<file path="config.mk">
export PLATFORM = sky130hd
export DESIGN_NAME = pythagorean_distance_2d_unit
export DESIGN_NICKNAME = d
export VERILOG_FILES = /design/src/sv/pdist_pkg.sv /design/src/sv/pdist_skid.sv /design/src/sv/pdist_sumsq.sv /design/src/sv/pdist_root_step.sv /design/src/sv/pythagorean_distance_2d_unit.sv
export VERILOG_INCLUDE_DIRS = /design/src /design/src/sv
export SDC_FILE = /design/constraint.sdc
export NUM_CORES = 2
export LEC_CHECK = 0
export BUFFER_PORTS_ARGS = -buffer_cell sky130_fd_sc_hd__buf_2
export CELL_PAD_IN_SITES_DETAIL_PLACEMENT = 0
export CELL_PAD_IN_SITES_GLOBAL_PLACEMENT = 1
export CORE_MARGIN = 2
export CORE_UTILIZATION = 35
export DETAILED_ROUTE_END_ITERATION = 10
export GPL_TIMING_DRIVEN = 0
export PLACE_DENSITY = 0.67
export SETUP_SLACK_MARGIN = 0.2
export SLEW_MARGIN = 20
export SYNTH_ARGS = -nofsm -noshare
export SYNTH_HDL_FRONTEND = slang
export SYNTH_SLANG_ARGS = --single-unit
export TNS_END_PERCENT = 100
</file>
<file path="constraint.sdc">
create_clock -name clk -period 81.2 [get_ports clk]
set_clock_uncertainty 0.05 [all_clocks]
set_input_delay 8.12 -clock clk [delete_from_list [all_inputs] [get_ports clk]]
set_output_delay 8.12 -clock clk [all_outputs]
set_load 0.03 [all_outputs]
</file>
<file path="src/sv/assert_macros.svh">
// assertion macros used by the top level rtl file
`ifndef ASSERT_MACROS_SVH
`define ASSERT_MACROS_SVH

// same-cycle implication, off while reset is high
`define ASSERT_IMPL(lbl, clk, rst, ante, cons) \
  lbl: assert property (@(posedge clk) disable iff (rst) (ante) |-> (cons)) \
    else $error("assertion failed");

// next-cycle implication, off while reset is high
`define ASSERT_NEXT(lbl, clk, rst, ante, cons) \
  lbl: assert property (@(posedge clk) disable iff (rst) (ante) |=> (cons)) \
    else $error("assertion failed");

`endif

</file>
<file path="src/sv/pdist_pkg.sv">
// shared types and constants for the 2d distance pipeline
package pdist_pkg;

  localparam int COORD_WIDTH_DEF = 16;

  // control bits that travel with each item down the pipeline
  typedef struct packed {
    logic valid;
    logic last;
  } pdist_ctl_t;

endpackage

</file>
<file path="src/sv/pdist_skid.sv">
// input skid buffer that decouples s_tready from the pipeline stall
module pdist_skid #(
  parameter int W = 64
) (
  input  logic                   clk,
  input  logic                   rst,
  input  logic                   in_valid,
  output logic                   in_ready,
  input  logic [W-1:0]           in_data,
  input  logic                   in_last,
  input  logic                   ce,
  output pdist_pkg::pdist_ctl_t  out_ctl,
  output logic [W-1:0]           out_data
);
  import pdist_pkg::*;

  logic         skid_full;
  logic [W-1:0] skid_data;
  logic         skid_last;

  always_ff @(posedge clk) begin
    if (rst) begin
      skid_full <= 1'b0;
    end else if (ce) begin
      skid_full <= 1'b0;
    end else if (in_valid && !skid_full) begin
      skid_full <= 1'b1;
    end
  end

  // holds the item taken while the pipeline was stalled
  always_ff @(posedge clk) begin
    if (!skid_full) begin
      skid_data <= in_data;
      skid_last <= in_last;
    end
  end

  assign in_ready      = !skid_full;
  assign out_ctl.valid = skid_full || in_valid;
  assign out_ctl.last  = skid_full ? skid_last : in_last;
  assign out_data      = skid_full ? skid_data : in_data;

endmodule

</file>
<file path="src/sv/pdist_sumsq.sv">
// three stages: absolute differences, squares, sum of squares
module pdist_sumsq #(
  parameter int CW = 16
) (
  input  logic                   clk,
  input  logic                   rst,
  input  logic                   ce,
  input  pdist_pkg::pdist_ctl_t  ctl_in,
  input  logic signed [CW-1:0]   ax,
  input  logic signed [CW-1:0]   ay,
  input  logic signed [CW-1:0]   bx,
  input  logic signed [CW-1:0]   by,
  output pdist_pkg::pdist_ctl_t  ctl_out,
  output logic [2*CW+1:0]        sum
);
  import pdist_pkg::*;

  localparam int DW = CW + 1;
  localparam int SW = 2 * CW + 2;

  pdist_ctl_t      ctl1, ctl2;
  logic [CW:0]     dx_raw, dy_raw;
  logic [DW-1:0]   adx, ady;
  logic [SW-1:0]   sqx, sqy;

  // exact differences in one extra bit
  assign dx_raw = {ax[CW-1], ax} - {bx[CW-1], bx};
  assign dy_raw = {ay[CW-1], ay} - {by[CW-1], by};

  always_ff @(posedge clk) begin
    if (rst) begin
      ctl1    <= '0;
      ctl2    <= '0;
      ctl_out <= '0;
    end else if (ce) begin
      ctl1    <= ctl_in;
      ctl2    <= ctl1;
      ctl_out <= ctl2;
    end
  end

  always_ff @(posedge clk) begin
    if (ce) begin
      // magnitude up to 2^CW-1 fits unsigned in CW+1 bits
      adx <= dx_raw[CW] ? (~dx_raw + 1'b1) : dx_raw;
      ady <= dy_raw[CW] ? (~dy_raw + 1'b1) : dy_raw;
      sqx <= SW'(adx * adx);
      sqy <= SW'(ady * ady);
      sum <= sqx + sqy;
    end
  end

endmodule

</file>
<file path="src/sv/pdist_root_step.sv">
// one restoring square-root stage, one root bit per stage
module pdist_root_step #(
  parameter int CW = 16
) (
  input  logic                   clk,
  input  logic                   rst,
  input  logic                   ce,
  input  pdist_pkg::pdist_ctl_t  ctl_in,
  input  logic [2*CW+1:0]        rad_in,
  input  logic [CW+2:0]          rem_in,
  input  logic [CW:0]            root_in,
  output pdist_pkg::pdist_ctl_t  ctl_out,
  output logic [2*CW+1:0]        rad_out,
  output logic [CW+2:0]          rem_out,
  output logic [CW:0]            root_out
);
  import pdist_pkg::*;

  localparam int RW = CW + 1;
  localparam int SW = 2 * CW + 2;
  localparam int MW = RW + 2;

  logic [MW+1:0] rem_sh, trial, diff;
  logic          take;

  assign rem_sh = {rem_in, rad_in[SW-1:SW-2]};
  assign trial  = {2'b00, root_in, 2'b01};
  assign diff   = rem_sh - trial;
  assign take   = rem_sh >= trial;

  always_ff @(posedge clk) begin
    if (rst) begin
      ctl_out <= '0;
    end else if (ce) begin
      ctl_out <= ctl_in;
    end
  end

  always_ff @(posedge clk) begin
    if (ce) begin
      rad_out  <= rad_in << 2;
      rem_out  <= take ? diff[MW-1:0] : rem_sh[MW-1:0];
      root_out <= {root_in[RW-2:0], take};
    end
  end

endmodule

</file>
<file path="src/sv/pythagorean_distance_2d_unit.sv">
// top level of the pipelined 2d euclidean distance unit
//
//  channel | dir | handshake               | payload
//  --------+-----+-------------------------+------------------------------------------
//  s_      | in  | s_tvalid / s_tready     | s_tdata: first_x, first_y, second_x,
//          |     |                         |   second_y; s_tlast: last_in
//  m_      | out | m_tvalid / m_tready     | m_tdata: distance; m_tlast: last_out
//
// one item per cycle sustained unless m_tready stalls; the pipeline depth comes from
// the sum of squares stages and the square root that resolves one root bit per stage
// rst (synchronous) clears every valid bit and the skid flag; data is not cleared
// a stall on m_tready freezes the whole pipeline; the final root stage is the
// output register, and a one-item skid buffer keeps s_tready registered
// nothing is dropped or repeated across stalls
module pythagorean_distance_2d_unit #(
  parameter int COORD_WIDTH = pdist_pkg::COORD_WIDTH_DEF
) (
  input  logic                                    clk,
  input  logic                                    rst,
  input  logic                                    s_tvalid,
  output logic                                    s_tready,
  // first_x, first_y, second_x, second_y (lowest bit up), zero padded
  input  logic [((4*COORD_WIDTH+7)/8)*8-1:0]      s_tdata,
  input  logic                                    s_tlast,
  output logic                                    m_tvalid,
  input  logic                                    m_tready,
  // distance, zero padded
  output logic [((COORD_WIDTH+1+7)/8)*8-1:0]      m_tdata,
  output logic                                    m_tlast
);
  import pdist_pkg::*;
`include "assert_macros.svh"

  localparam int CW    = COORD_WIDTH;
  localparam int DW    = CW + 1;          // distance / root width
  localparam int SW    = 2 * CW + 2;      // sum of squares width
  localparam int MW    = DW + 2;          // remainder width
  localparam int PW    = 4 * CW;          // packed coordinates
  localparam int OUT_W = ((DW + 7) / 8) * 8;

  // global stall: the pipeline moves when the output register is free or taken
  logic ce;
  assign ce = !m_tvalid || m_tready;

  pdist_ctl_t      front_ctl;
  logic [PW-1:0]   front_data;

  pdist_skid #(.W(PW)) u_skid (
    .clk      (clk),
    .rst      (rst),
    .in_valid (s_tvalid),
    .in_ready (s_tready),
    .in_data  (s_tdata[PW-1:0]),
    .in_last  (s_tlast),
    .ce       (ce),
    .out_ctl  (front_ctl),
    .out_data (front_data)
  );

  // square root pipeline taps, index 0 is the sum of squares
  pdist_ctl_t    ctl_p  [0:DW];
  logic [SW-1:0] rad_p  [0:DW];
  logic [MW-1:0] rem_p  [0:DW];
  logic [DW-1:0] root_p [0:DW];

  pdist_sumsq #(.CW(CW)) u_sumsq (
    .clk     (clk),
    .rst     (rst),
    .ce      (ce),
    .ctl_in  (front_ctl),
    .ax      (front_data[CW-1:0]),
    .ay      (front_data[2*CW-1:CW]),
    .bx      (front_data[3*CW-1:2*CW]),
    .by      (front_data[4*CW-1:3*CW]),
    .ctl_out (ctl_p[0]),
    .sum     (rad_p[0])
  );

  assign rem_p[0]  = '0;
  assign root_p[0] = '0;

  for (genvar k = 0; k < DW; k++) begin : g_root
    pdist_root_step #(.CW(CW)) u_step (
      .clk      (clk),
      .rst      (rst),
      .ce       (ce),
      .ctl_in   (ctl_p[k]),
      .rad_in   (rad_p[k]),
      .rem_in   (rem_p[k]),
      .root_in  (root_p[k]),
      .ctl_out  (ctl_p[k+1]),
      .rad_out  (rad_p[k+1]),
      .rem_out  (rem_p[k+1]),
      .root_out (root_p[k+1])
    );
  end

  // last root stage doubles as the output register
  assign m_tvalid = ctl_p[DW].valid;
  assign m_tlast  = ctl_p[DW].last;
  assign m_tdata  = OUT_W'(root_p[DW]);

  // final remainder never exceeds twice the root
  `ASSERT_IMPL(a_rem_bound, clk, rst, m_tvalid, rem_p[DW] <= {root_p[DW], 1'b0})
  // skid holds an item only after a stalled cycle
  `ASSERT_IMPL(a_skid_after_stall, clk, rst, !s_tready, $past(!ce))
  // a held item stays held while the stall lasts
  `ASSERT_NEXT(a_skid_keeps, clk, rst, !s_tready && !ce, !s_tready)

endmodule
</file>
==> out/metrics.yaml <==
outcome: "completed"
grt_remaining_overflow: 0
highest_layer: "met4"
synth_area_leaders: "edfxtp_1 (43%), fa_1 (13%), ha_1 (9.6%), inv_1 (5.4%), dfxtp_1 (3.6%)"
holdPathEnd: "g_root[6].u_step.rad_out[15]"
route.met3.wl_um: 3868
synthCells: 5188
yosys_warnings: 0
finalSetupViolations: 0
ant_nets: 0
start_kind: "primary input"
finalHoldViolCount: 0
worstMarginPinSlew_ns: 1.056
die_w_um: 415.5
clkLatencyLatePin_ns: 0.73
layout_commonest_cell: "inv_1"
syn2layout_area_growth_pct: 11.87
final-seq-area_um2: 27380
critPathKind: "primary input to flop"
ctsHoldBuffers: 0
timing.rr.end: "u_sumsq.sqy[28]"
slew_violations: 0
core_um2: 168700
cts_sinks: 947
synth_enable_flop_cells: 841
finalSetupTns_ns: 0
grt_pass1_vias: 37520
syn-cell-area_um2: 59260
cts_resized: 0
holdCritStartpoint: "g_root[5].u_step.rad_out[13]"
first_pass_iters: 5
rsz0062_at_grt: "false"
met1Wirelength_um: 50070
multiInputGateArea_um2: 28270
ys_types: 78
arrival_ns: 11.55
diodes: 0
hold_depth: 0
drive_above_1_share_pct: 6.658
wl_per_cell_um: 15.22
synthFlopType: "edfxtp_1"
timing.rr.start: "u_sumsq.ady[5]"
yosys.area.top_type_share_pct: 42.62
clock_path_buffers: 3
rr_worst_depth: 22
wl_met2_um: 59350
hpwlAfterDp_um: 91020
port_buffers: 87
relSlewSlack_pct: 29.09
syn_area_per_cell_um2: 11.42
vias_per_cell: 4.694
clock.fmax_mhz: 90.02
yosysSeqAreaShare_pct: 46.20
crit_required_ns: 81.64
postCtsSetupRepairBufs: 0
drc: 0
r2r_setup_slack_ns: 73.43
maxCapViolations: 0
drt_iter0_markers: 1736
gp_congestion: 0.8341
cts_tree: "yes"
fin_crit_sh_pct: 13.68
htreeDepth: 3
io_pins: 96
numCtsBuffers: 100
num_vias: 36140
fin_nets: 6312
fp.dieH_um: 415.5
hp-class: "flop to flop"
synthArstFlopShare_pct: 0
num_rows: 151
period_minus_slack_ns: 11.11
wl_um: 117200
cts_root_buf: "clkbuf_16"
grt_max_degree: 60
synth_area_leader_cell: "edfxtp_1"
endpoint_kind: "flop"
grt_pass1_wl_um: 191100
die_area_um2: 172600
grt_util_all_layers_pct: 13.64
antenna_found_initial: 1
ys_ff_latch: 947
start_util_pct: 35.12
clkTransAtPathRegs_ns: 0.07
final_cell_mix: "inv_1 (852), edfxtp_1 (841), ha_1 (455)"
fillerInstances: 16160
path_max_fanout: 10
## state kept, by name (all words and copies together), names as in the netlist, 2 cells and up
signal and cells:
u_skid.skid_data 64, u_sumsq.sqy 33, u_sumsq.sum 34, g_root.u_step.rad_out 272
u_sumsq.ctl1 2, u_sumsq.ctl_out 2, u_sumsq.sqx 33, g_root.u_step.root_out 153
u_sumsq.ctl2 2, g_root.u_step.rem_out 282, u_sumsq.ady 17, u_sumsq.adx 17
g_root.u_step.ctl_out 34
## logic make-up after synthesis
family	share of synthesized area, %
flip-flops	46.20
AND/OR/NAND/NOR	10.02
AO/OA/AOI/OAI	7.886
XOR/XNOR	5.262
multiplexers	1.767
other	0.006328
adder cells (fa/ha/maj)	22.71
buffers and inverters	6.144
## cell type report
class,count,share of cell area (%)
Multi-Input combinational cell,3286,42.64
Sequential cell,947,41.30
Inverter,853,4.830
Tap cell,2218,4.186
Clock buffer,131,4.154
Timing Repair Buffer,103,1.299
Clock inverter,53,0.9267
Buffer,109,0.6681
## per-stage QoR
step	hold WS, ns	setup slack (ns)	cell area, µm²	util, %	cells
after floorplan	0.3503	48.40	59290	-	5195
after detailed placement	0.3545	69.39	62930	37.30	7516
after CTS	0.3440	70.13	66290	39.29	7700
after global placement	0.3507	40.17	62500	37.04	7500
after global routing	0.3522	69.79	66290	39.29	7700
final	0.3526	70.09	66290	39.29	7700
## routing by layer
layer,up-vias,global-route usage [%]
met4,0,4.540
met2,492,24.63
met3,198,2.152
met5,-,0
met1,17460,16.47
li1,17990,-
## how the worst max path moves through the flow
stage,from,to,slack [ns],depth (start not counted)
finish,s_tdata[48],u_sumsq.ady[3],70.09,16
global route,s_tdata[0],u_sumsq.adx[16],69.79,15
CTS,s_tdata[48],u_sumsq.ady[3],70.13,16
detailed placement,s_tdata[48],u_sumsq.ady[3],69.39,16
global placement,m_tready,g_root[10].u_step.rem_out[8],40.17,4
floorplan,m_tready,u_sumsq.ctl1[1],48.40,4
## Yosys cell counts, drive strengths merged, types with 7 or more instances
cell    count
nor3       98
nand4      25
nand4b      8
ha        455
xor2      160
a21oi     257
nor2      237
nand3      51
and2      126
clkbuf     90
xnor2     196
and3       24
or4        20
inv       852
a21boi     12
mux2       61
nor2b      51
o21bai     22
dfxtp     106
a211o       7
a21o       88
mux2i      36
o21a       52
or3        31
nand2     439
nor4       33
nand2b     44
a31oi      27
o21ai     173
edfxtp    841
o31ai      36
buf        19
a211oi     13
nand3b      9
or2        20
fa        388
## worst max-delay path, cell delays in order
cell,delay (ns)
buf_2,0.10
mux2_2,0.26
ha_1,0.20
inv_1,0.07
fa_1,0.21
a21o_1,0.14
a211o_1,0.14
nand2_1,0.05
a31oi_1,0.21
a21oi_1,0.15
nor2b_1,0.15
nor3_1,0.06
a311oi_1,0.85
clkbuf_1,0.42
nor2_1,0.11
xor2_1,0.30
Power is left out: the tool's default activity adds up to more than one toggle a clock period on the data nets, which glitch-free logic cannot reach.
